### config.mk
export PLATFORM = sky130hd
export DESIGN_NAME = ssdh_div
export DESIGN_NICKNAME = d
export VERILOG_FILES = /design/src/rtl/ssdh_pkg.sv /design/src/rtl/ssdh_div.sv
export SDC_FILE = /design/constraint.sdc
export NUM_CORES = 1
export LEC_CHECK = 0
export ABC_AREA = 0
export BUFFER_PORTS_ARGS = -buffer_cell sky130_fd_sc_hd__buf_2
export CAP_MARGIN = 30
export CORE_ASPECT_RATIO = 1.4
export CORE_MARGIN = 2
export CORE_UTILIZATION = 60
export DETAILED_ROUTE_END_ITERATION = 8
export PLACE_DENSITY = 0.94
export SYNTH_ARGS = -nofsm -noshare
export SYNTH_HDL_FRONTEND = slang
export SYNTH_SLANG_ARGS = --single-unit
### constraint.sdc
create_clock -name clk_i -period 5.82 [get_ports clk_i]
set_input_delay 1.164 -clock clk_i [delete_from_list [all_inputs] [get_ports clk_i]]
set_output_delay 1.164 -clock clk_i [all_outputs]
set_load 0.03 [all_outputs]
### src/rtl/ssdh_pkg.sv
// Package for the sample statistics / density histogram block.
// Holds payload structs, widths and register codes; no dependencies.
package ssdh_pkg;

  localparam int unsigned MaxSamplesDef = 1024;
  localparam int unsigned MaxBinsDef    = 62;
  localparam int unsigned SlotCount     = 64;
  localparam int unsigned SlotW         = 6;
  localparam int unsigned CntW          = 11;
  localparam int unsigned SumW          = 42;
  localparam int unsigned SqSumW        = 58;
  localparam logic [5:0]  BinResetVal   = 6'd50;
  localparam logic        RegBinCount   = 1'b0;

  typedef struct packed {
    logic signed [31:0] sample;
    logic               last_sample;
  } in_item_t;

  typedef struct packed {
    logic               is_stats;
    logic signed [31:0] mean;
    logic [47:0]        variance;
    logic               overflow;
    logic signed [31:0] bin_key;
    logic [10:0]        bin_samples;
    logic [16:0]        density;
    logic               last_result;
  } out_item_t;

  // Unsigned restoring divider request
  typedef struct packed {
    logic        start;
    logic [63:0] num;
    logic [63:0] den;
  } div_req_t;

endpackage

### src/rtl/ssdh_div.sv
// Iterative unsigned divider, one quotient bit per cycle.
// Depends on ssdh_pkg for the request struct.
module ssdh_div (
  input  logic              clk_i,
  input  logic              rst_ni,
  input  ssdh_pkg::div_req_t req_i,
  output logic              busy_o,
  output logic [63:0]       quot_o
);
  import ssdh_pkg::*;

  logic [63:0] rem_q, rem_d, quo_q, quo_d, den_q, den_d;
  logic [6:0]  cnt_q, cnt_d;
  logic [64:0] trial;

  always_comb begin
    rem_d = rem_q;
    quo_d = quo_q;
    den_d = den_q;
    cnt_d = cnt_q;
    trial = {rem_q, quo_q[63]};
    if (req_i.start) begin
      rem_d = '0;
      quo_d = req_i.num;
      den_d = req_i.den;
      cnt_d = 7'd64;
    end else if (cnt_q != 7'd0) begin
      // shift one numerator bit in, subtract when it fits
      if (trial >= {1'b0, den_q}) begin
        rem_d = 64'(trial - {1'b0, den_q});
        quo_d = {quo_q[62:0], 1'b1};
      end else begin
        rem_d = trial[63:0];
        quo_d = {quo_q[62:0], 1'b0};
      end
      cnt_d = cnt_q - 7'd1;
    end
  end

  always_ff @(posedge clk_i or negedge rst_ni) begin
    if (!rst_ni) begin
      cnt_q <= '0;
    end else begin
      cnt_q <= cnt_d;
    end
  end

  always_ff @(posedge clk_i) begin
    rem_q <= rem_d;
    quo_q <= quo_d;
    den_q <= den_d;
  end

  // busy from the next cycle after a start until the quotient is ready
  assign busy_o = (cnt_q != 7'd0);
  assign quot_o = quo_q;
endmodule

Word level (Yosys, flattened, before mapping)
Cells that the tools add are included.

Output and inout port bits: 65. Latch bits: 0. Register bits: 199. Input port bits: 131. Memories: 0. ROM bits: 0. RAM bits: 0. Word-level logic and storage cells: 15.

Mux-type cells: 6. Multiply operators: 0. Div/mod/pow operators: 0. Bitwise logic cells: 0. Order comparisons: 1. Equality and inequality tests: 0. Reduce and logical (&&, ||, !) cells: 2. Shifts and indexed selects: 0. $add $sub $neg: 2.

Operator list (number): $mux W64 (3); $ge A65 B64 Y1 (1); $sub A64 B64 Y64 (1); $mux W7 (2); $reduce_bool A7 Y1 (1); $sub A7 B1 Y7 const B (1); $reduce_bool A2 Y1 (1); $mux W1 (1).

Longest topological paths before layout
Gate-level depths: netlist of the first run.

Depth after elaboration: 4. Depth in mapped cells: 15. Mapped depth without buffers: 13.

Least setup slack after synthesis of the first run
No wires, ideal clock.

Path kind: reg-to-reg. Start point: register cnt_q[0]. End point: register quo_q[0] (netlist: quot_o[0]) (enable). Arrival time: 3.141 ns. Path buffers: 2. Required time: 5.128 ns. Slack: 1.987 ns. Clock period less this slack: 3.833 ns. Cell stages (with the launch flop): 9. Setup time: 0.692 ns. Cells stage by stage: dfrtp_1 -> inv_1 -> ha_1 -> nand2b_1 -> or4_1 -> nor2_1 -> clkbuf_1 -> buf_1 -> nand2_1.

Word-level cells in the longest chain between the ends: 2.

RTL lines: start, declared (line ssdh_div.sv:13) `logic [6:0] cnt_q, cnt_d;`; start signal, assigned (line ssdh_div.sv:44) `cnt_q <= cnt_d;`; $reduce_bool A7 Y1 (line ssdh_div.sv:27) `end else if (cnt_q != 7'd0) begin`; $reduce_bool A2 Y1 (no source line); end signal, assigned (line ssdh_div.sv:50) `quo_q <= quo_d;`; end, declared (line ssdh_div.sv:12) `logic [63:0] rem_q, rem_d, quo_q, quo_d, den_q, den_d;`.

Every way passes these cells. A chain may end at the register's enable or synchronous reset.

Worst setup path in the final report of the first run
Start point: register cnt_q[0]. End point: output busy_o.

Word-level cells in the longest chain between the ends: 1.

RTL lines: $reduce_bool A7 Y1 (line ssdh_div.sv:55) `assign busy_o = (cnt_q != 7'd0);`; end, declared (line ssdh_div.sv:7) `output logic busy_o,`.

Every way passes these cells.

==> results of run 1 <==
-- sequential cells by signal, summed over array words and instances, names as in the netlist --
| register | cells |
|---|---|
| rem_q | 64 |
| cnt_q | 7 |
| quot_o | 64 |
| den_q | 64 |
-- logic make-up after synthesis --
group | after synthesis | share of synthesized area
adders and majority gates | 66 | 0.0695
and+or+nand+nor | 349 | 0.137
AOI/OAI and AO/OA | 348 | 0.189
muxes | 68 | 0.0634
buffers and inverters | 167 | 0.0571
xor gates and xnor gates | 57 | 0.0416
DFF | 199 | 0.442
-- worst max-delay path: cells and delay by family (launching register included) --
family | cells | cell delay, ns
DFF | 1 | 0.38
adders and majority gates | 1 | 0.18
and+or+nand+nor | 3 | 0.86
buffers and inverters | 3 | 0.72
-- layout by cell type, fill, tap and decap left out, types with 13 or more instances in the layout --
master / netlist / final
ha_1: 65 / 65
a21o_1: 29 / 29
xor2_1: 25 / 25
mux2_2: 63 / 63
clkbuf_16: 0 / 17
inv_1: 93 / 92
xnor2_1: 32 / 32
nor2_1: 126 / 125
a21oi_1: 110 / 110
nand4_1: 31 / 31
edfxtp_1: 128 / 128
o21ai_0: 47 / 47
a211oi_1: 51 / 51
o21bai_1: 14 / 14
nor3_1: 47 / 47
dfxtp_1: 64 / 64
nand3_1: 13 / 13
nand2_1: 73 / 72
buf_2: 28 / 194
-- per-stage QoR --
| step | power (mW) | utilization | cell area (µm²) | setup WS [ns] |
|---|---|---|---|---|
| 6_report | 6.15 | 0.688 | 13600 | 2.06 |
| 5_1_grt | 6.52 | 0.688 | 13600 | 1.90 |
| 4_1_cts | 6.11 | 0.688 | 13600 | 2.08 |
| 3_5_place_dp | 4.89 | 0.658 | 13000 | 2.11 |
| 3_3_place_gp | 4.78 | 0.658 | 13000 | 2.27 |
| 2_1_floorplan | 4.25 | - | 12000 | 1.99 |
-- power by group --
| part | switching (mW) | internal, mW | leakage, nW |
|---|---|---|---|
| clock network | 0.580 | 0.621 | 0.281 |
| logic | 1.78 | 1.10 | 3.87 |
| registers | 0.231 | 1.84 | 1.91 |
| total | 2.59 | 3.56 | 6.07 |
-- per-layer routing --
metal,vias up,share of wire
met3,125,0.062
met5,-,0
met1,4809,0.37
li1,4885,-
met4,0,0.051
met2,483,0.52
-- cell type report --
class                           count  area, µm²
Clock buffer                       20        447
Inverter                           93        349
Multi-Input combinational cell    888       6010
Tap cell                          252        315
Clock inverter                     12        136
Fill cell                        1429       6170
Antenna cell                        2       5.00
Sequential cell                   199       5300
Timing Repair Buffer              202       1030
-- worst paths after layout --
check	end	slack [ns]	cells past startpoint
min in group asynchronous	cnt_q[2]	0.53	1
hold / removal	rem_q[22]	0.50	2
setup / recovery	busy_o	2.06	7
hold reg to reg	rem_q[22]	0.50	2
setup reg to reg	rem_q[4]	2.12	13
max in group asynchronous	cnt_q[4]	5.12	1
==> reports/results.tsv, run 1 <==
stage	metric	value	unit
sta	relSlewSlack	0.364	
power_and_ir_drop	power.leakage	6.07	nW
clock_network	post_cts_resized	0	
worst_setup_path	r2r_start	den_q[12]	
clock_network	clk_pin_slew	0.07	ns
synthesis	synth_most_common_cell	edfxtp_1	
global_route	antenna_found_initial	0	
synthesis	synth.area.top_cells	edfxtp_1 (32%), dfxtp_1 (11%), ha_1 (6.8%)	
synthesis	synth_edf_count	128	
worst_setup_path	cp-start-kind	flop	
worst_setup_path	path_cells	inv_1, ha_1, nand2b_1, or4_1, nor2_4, inv_2, buf_2	
synthesis	synth_fp_nets	1451	
floorplanning	core_region_area	19800	µm²
sta	hold_ws	0.500	ns
final_layout	stdcell_count	1668	
global_route	grt-ovfl-total	0	
clock_network	cts_tree	yes	
clock_network	numCtsBuffers	17	
sta	skew	0.0182	ns
floorplanning	num_io_pins	196	
floorplanning	die_w	123	µm
route	wl	31.4	mm
global_route	grt_pass1_wl	49.6	mm
floorplanning	die_h	171	µm
min_path	hp-class	flop to flop	
worst_setup_path	cp_max_fo	38	
clock_network	cts_setup_buffers	0	
place	dp.cells	1634	
synthesis	synth_top_cell_by_area	edfxtp_1	
clock_network	clk_path_buf_depth	2	
sta	tightest_slew	0.954	ns
synthesis	ys_warn_count	0	
clock_network	cts_hold_buffers	0	
global_route	grt.busiest_layer	met2	
sta	tns	0	ns
clock_network	clock-sinks	199	
power_and_ir_drop	vdd_drop_max	0.283	mV
clock_network	clock_latency	0.46	ns
place	globalplace.congestion	0.944	
global_route	use_met3	0.0650	
power_and_ir_drop	pwr_density_cell	452	nW/µm²
min_path	hp-start	rem_q[22]	
floorplanning	num_rows	61	
sta	fmax	266	MHz
synthesis	async_flop_share	0.0352	
synthesis	syn_area_per_cell	9.56	µm²
sta	slew_violations	0	
sta	rsz0062_at_grt	no	
route	viasPerCell	6.18	
sta	finalCriticalPeriod	3.76	ns
floorplanning	start_util	0.606	
worst_setup_path	end_kind	output pin	
worst_setup_path	required	4.66	ns
run	maxCapViolCount	0	
worst_setup_path	path_class	flop to output pin	
worst_setup_path	cp-startpoint	cnt_q[0]	
clock_network	htree_num_levels	4	
synthesis	syn_inst	1254	
synthesis	synth-seq-cells	199	
clock_network	cts_root_buf	clkbuf_16	
place	dpl.hpwl	22.8	mm
place	portBuffers	195	
synthesis	ys_seq_area_frac	0.442	
final_layout	finalNetCount	1598	
synthesis	synth_commonest_cells	edfxtp_1 (128), nor2_1 (126), a21oi_1 (110)	
final_layout	drive_above_1_share	0.219	
global_route	grt_usage	0.298	
route	drtIter0Drc	936	
worst_setup_path	crit_path_max_incr_delay	0.49	ns
global_route	grt_pass1_vias	10400	
worst_setup_path	slowest_stage	or4_1	
final_layout	syn2layout_area_growth	13.5	%
synthesis	synth_flop_cell	edfxtp_1	
global_route	met1_usage	0.327	
synthesis	synth_area	12000	µm²
floorplanning	die-area	21100	µm²
run_status	outcome	completed	
route	ant_nets	0	
global_route	grt_start_max_net_pins	80	
sta	finalHoldViolCount	0	
route	drc	0	
route	vias	10300	
worst_setup_path	cp.arrival	2.60	ns
synthesis	synth_top_area_frac	0.321	
global_route	grt_use_met2	0.525	
sta	setup-violations-final	0	
synthesis	synth_cell_types	66	
sta	fin_crit_sh	0.646	
route	first_pass_iters	7	
route	post_drt_wl_per_cell	18.8	µm
No activity file was read; power rests on OpenSTA's default activity.
==> run 2, diff against run 1 <==
--- a/config.mk
+++ b/config.mk
@@ -10,9 +10,9 @@
 export CAP_MARGIN = 30
 export CORE_ASPECT_RATIO = 1.4
 export CORE_MARGIN = 2
-export CORE_UTILIZATION = 60
+export CORE_UTILIZATION = 58
 export DETAILED_ROUTE_END_ITERATION = 8
-export PLACE_DENSITY = 0.94
+export PLACE_DENSITY = 0.92
 export SYNTH_ARGS = -nofsm -noshare
 export SYNTH_HDL_FRONTEND = slang
 export SYNTH_SLANG_ARGS = --single-unit
==> constraint.sdc (replaced) <==
create_clock -name clk_i -period 3.9 [get_ports clk_i]
set_input_delay 0.78 -clock clk_i [delete_from_list [all_inputs] [get_ports clk_i]]
set_output_delay 0.78 -clock clk_i [all_outputs]
set_load 0.03 [all_outputs]
==> reports/results.tsv, run 2 (synthesis gave the netlist of run 1 again) <==
stage	metric	value	unit	change
worst_setup_path	r2r_slack	0.36	ns	-1.76 ns
sta	finalCriticalPeriod	3.54	ns	
power_and_ir_drop	vdd_drop_max	0.437	mV	+55%
sta	fin_crit_sh	0.909		
worst_setup_path	cp.arrival	3.89	ns	+1.29 ns
worst_setup_path	reg2reg_depth	13		unchanged
route	viasPerCell	6.15		-0.46%
worst_setup_path	path_class	flop to flop		
route	first_pass_iters	5		-2
global_route	grt_pass1_wl	49.3	mm	-0.71%
power_and_ir_drop	pwr_density_cell	674	nW/µm²	+49%
clock_network	post_cts_resized	0		unchanged
worst_setup_path	required	4.25	ns	-0.41 ns
place	dpl.hpwl	22.0	mm	-3.5%
floorplanning	core_region_area	20400	µm²	+3.2%
final_layout	drive_above_1_share	0.222		+0.00361
final_layout	fillers	1559		+9.1%
global_route	grt_pass1_vias	10300		-1.0%
sta	fmax	282	MHz	
sta	slew_violations	0		unchanged
worst_setup_path	cp_max_fo	4		-89%
clock_network	numCtsBuffers	17		unchanged
global_route	grt-ovfl-total	0		unchanged
sta	fin_ws	0.357	ns	-1.70 ns
run_status	outcome	completed		
worst_setup_path	crit_path_max_incr_delay	0.52	ns	+0.03 ns
worst_setup_path	path_cells	inv_1, ha_1, fa_1, nor2b_1, o31a_1, o311ai_1, a31oi_1, o211ai_1, a21oi_1, o221ai_1, xor2_1, o21ai_0, o211a_1		
final_layout	finalNetCount	1602		+0.25%
clock_network	clk_path_buf_depth	2		unchanged
floorplanning	num_rows	62		+1.6%
final_layout	diodes	0		-2
worst_setup_path	reg2reg_to	rem_q[58]		
floorplanning	start_util	0.588		-0.0189
clock_network	clk_pin_slew	0.08	ns	about the same
sta	skew	0.0176	ns	-0.000607 ns
clock_network	cts_hold_buffers	0		unchanged
floorplanning	die-area	21900	µm²	+3.4%
clock_network	htree_num_levels	4		unchanged
place	place_area	13100	µm²	+0.56%
worst_setup_path	cp-start-kind	flop		
route	drtIter0Drc	885		-5.4%
place	dp.cells	1642		+0.49%
final_layout	fin_area	13700	µm²	+0.72%
sta	tns	0	ns	unchanged
clock_network	cts_tree	yes		
worst_setup_path	end_kind	flop		
global_route	grt_start_max_net_pins	150		+88%
power_and_ir_drop	power.leakage	6.13	nW	+1.1%
final_layout	multi_input_area	6010	µm²	unchanged
sta	rsz0062_at_grt	no		
clock_network	clock_latency	0.45	ns	about the same
power_and_ir_drop	power	9.23	mW	+50%
sta	tightest_slew	0.816	ns	-0.138 ns
min_path	hp-class	input pin to async pin		
global_route	antenna_found_initial	0		unchanged
route	post_drt_wl_per_cell	18.2	µm	-3.5%
floorplanning	die_h	174	µm	+1.7%
sta	setup-violations-final	0		unchanged
floorplanning	die_w	126	µm	+1.7%
floorplanning	num_io_pins	196		unchanged
global_route	grt_usage	0.276		-0.0220
clock_network	cts_setup_buffers	0		unchanged
final_layout	final_core_util	0.671		-0.0166
place	pre_cts_slack	0.202	ns	-1.91 ns
route	wl	30.4	mm	-3.2%
sta	relSlewSlack	0.456		+0.0922
route	vias	10300		-0.097%
final_layout	final_common_cell	buf_2		
sta	hold_ws	0.146	ns	-0.354 ns
route	drc	0		unchanged
worst_setup_path	r2r_start	quot_o[63]		
sta	finalHoldViolCount	0		unchanged
clock_network	cts_root_buf	clkbuf_16		
final_layout	layout_common_cells	buf_2 (194), edfxtp_1 (128), nor2_1 (125), a21oi_1 (110), inv_1 (92)		
worst_setup_path	slowest_stage	o311ai_1		
run	maxCapViolCount	0		unchanged
place	globalplace.congestion	0.968		+2.6%
place	portBuffers	195		unchanged
final_layout	stdcell_count	1674		+0.36%
final_layout	seq_area	5300	µm²	unchanged
final_layout	syn2layout_area_growth	14.3	%	
clock_network	clock-sinks	199		unchanged
route	ant_nets	0		unchanged
## run 2: area by class of cell
type                            count  share of cell area
Clock buffer                       17              0.0311
Clock inverter                     15              0.0137
Inverter                           93              0.0255
Multi-Input combinational cell    888               0.439
Sequential cell                   199               0.387
Tap cell                          256              0.0234
Timing Repair Buffer              206              0.0805
## run 2: layer usage
metal  wire [µm]  share of wire  track usage  up-vias
met5           0              0            0        -
met4        1190          0.039        0.122        0
met3        1830          0.060       0.0631       89
met2       15900           0.52        0.500      415
met1       11500           0.38        0.306     4901
li1            -              -            -     4887
## run 2: how the worst max path moves through the flow
stage | startpoint | endpoint | slack [ns]
after floorplan | cnt_q[0] | quot_o[0] | 0.07
after global placement | quot_o[63] | rem_q[58] | 0.24
after detailed placement | quot_o[63] | rem_q[58] | 0.20
after CTS | quot_o[63] | rem_q[58] | 0.20
after global routing | quot_o[63] | rem_q[58] | 0.20
final | quot_o[63] | rem_q[58] | 0.36
## run 2: worst max-delay path, delay by kind of cell, from the launching register on
family | cells | cell delay, ns
AND/OR/NAND/NOR | 1 | 0.07
AO/OA/AOI/OAI | 8 | 2.33
flip-flops | 1 | 0.41
adder cells (fa/ha/maj) | 2 | 0.38
XOR/XNOR | 1 | 0.17
buffers and inverters | 1 | 0.08
## run 2: where the power goes
part	internal (mW)	switching, mW
clock	0.977	0.868
sequential	2.75	0.322
combinational	1.68	2.64
total	5.41	3.83
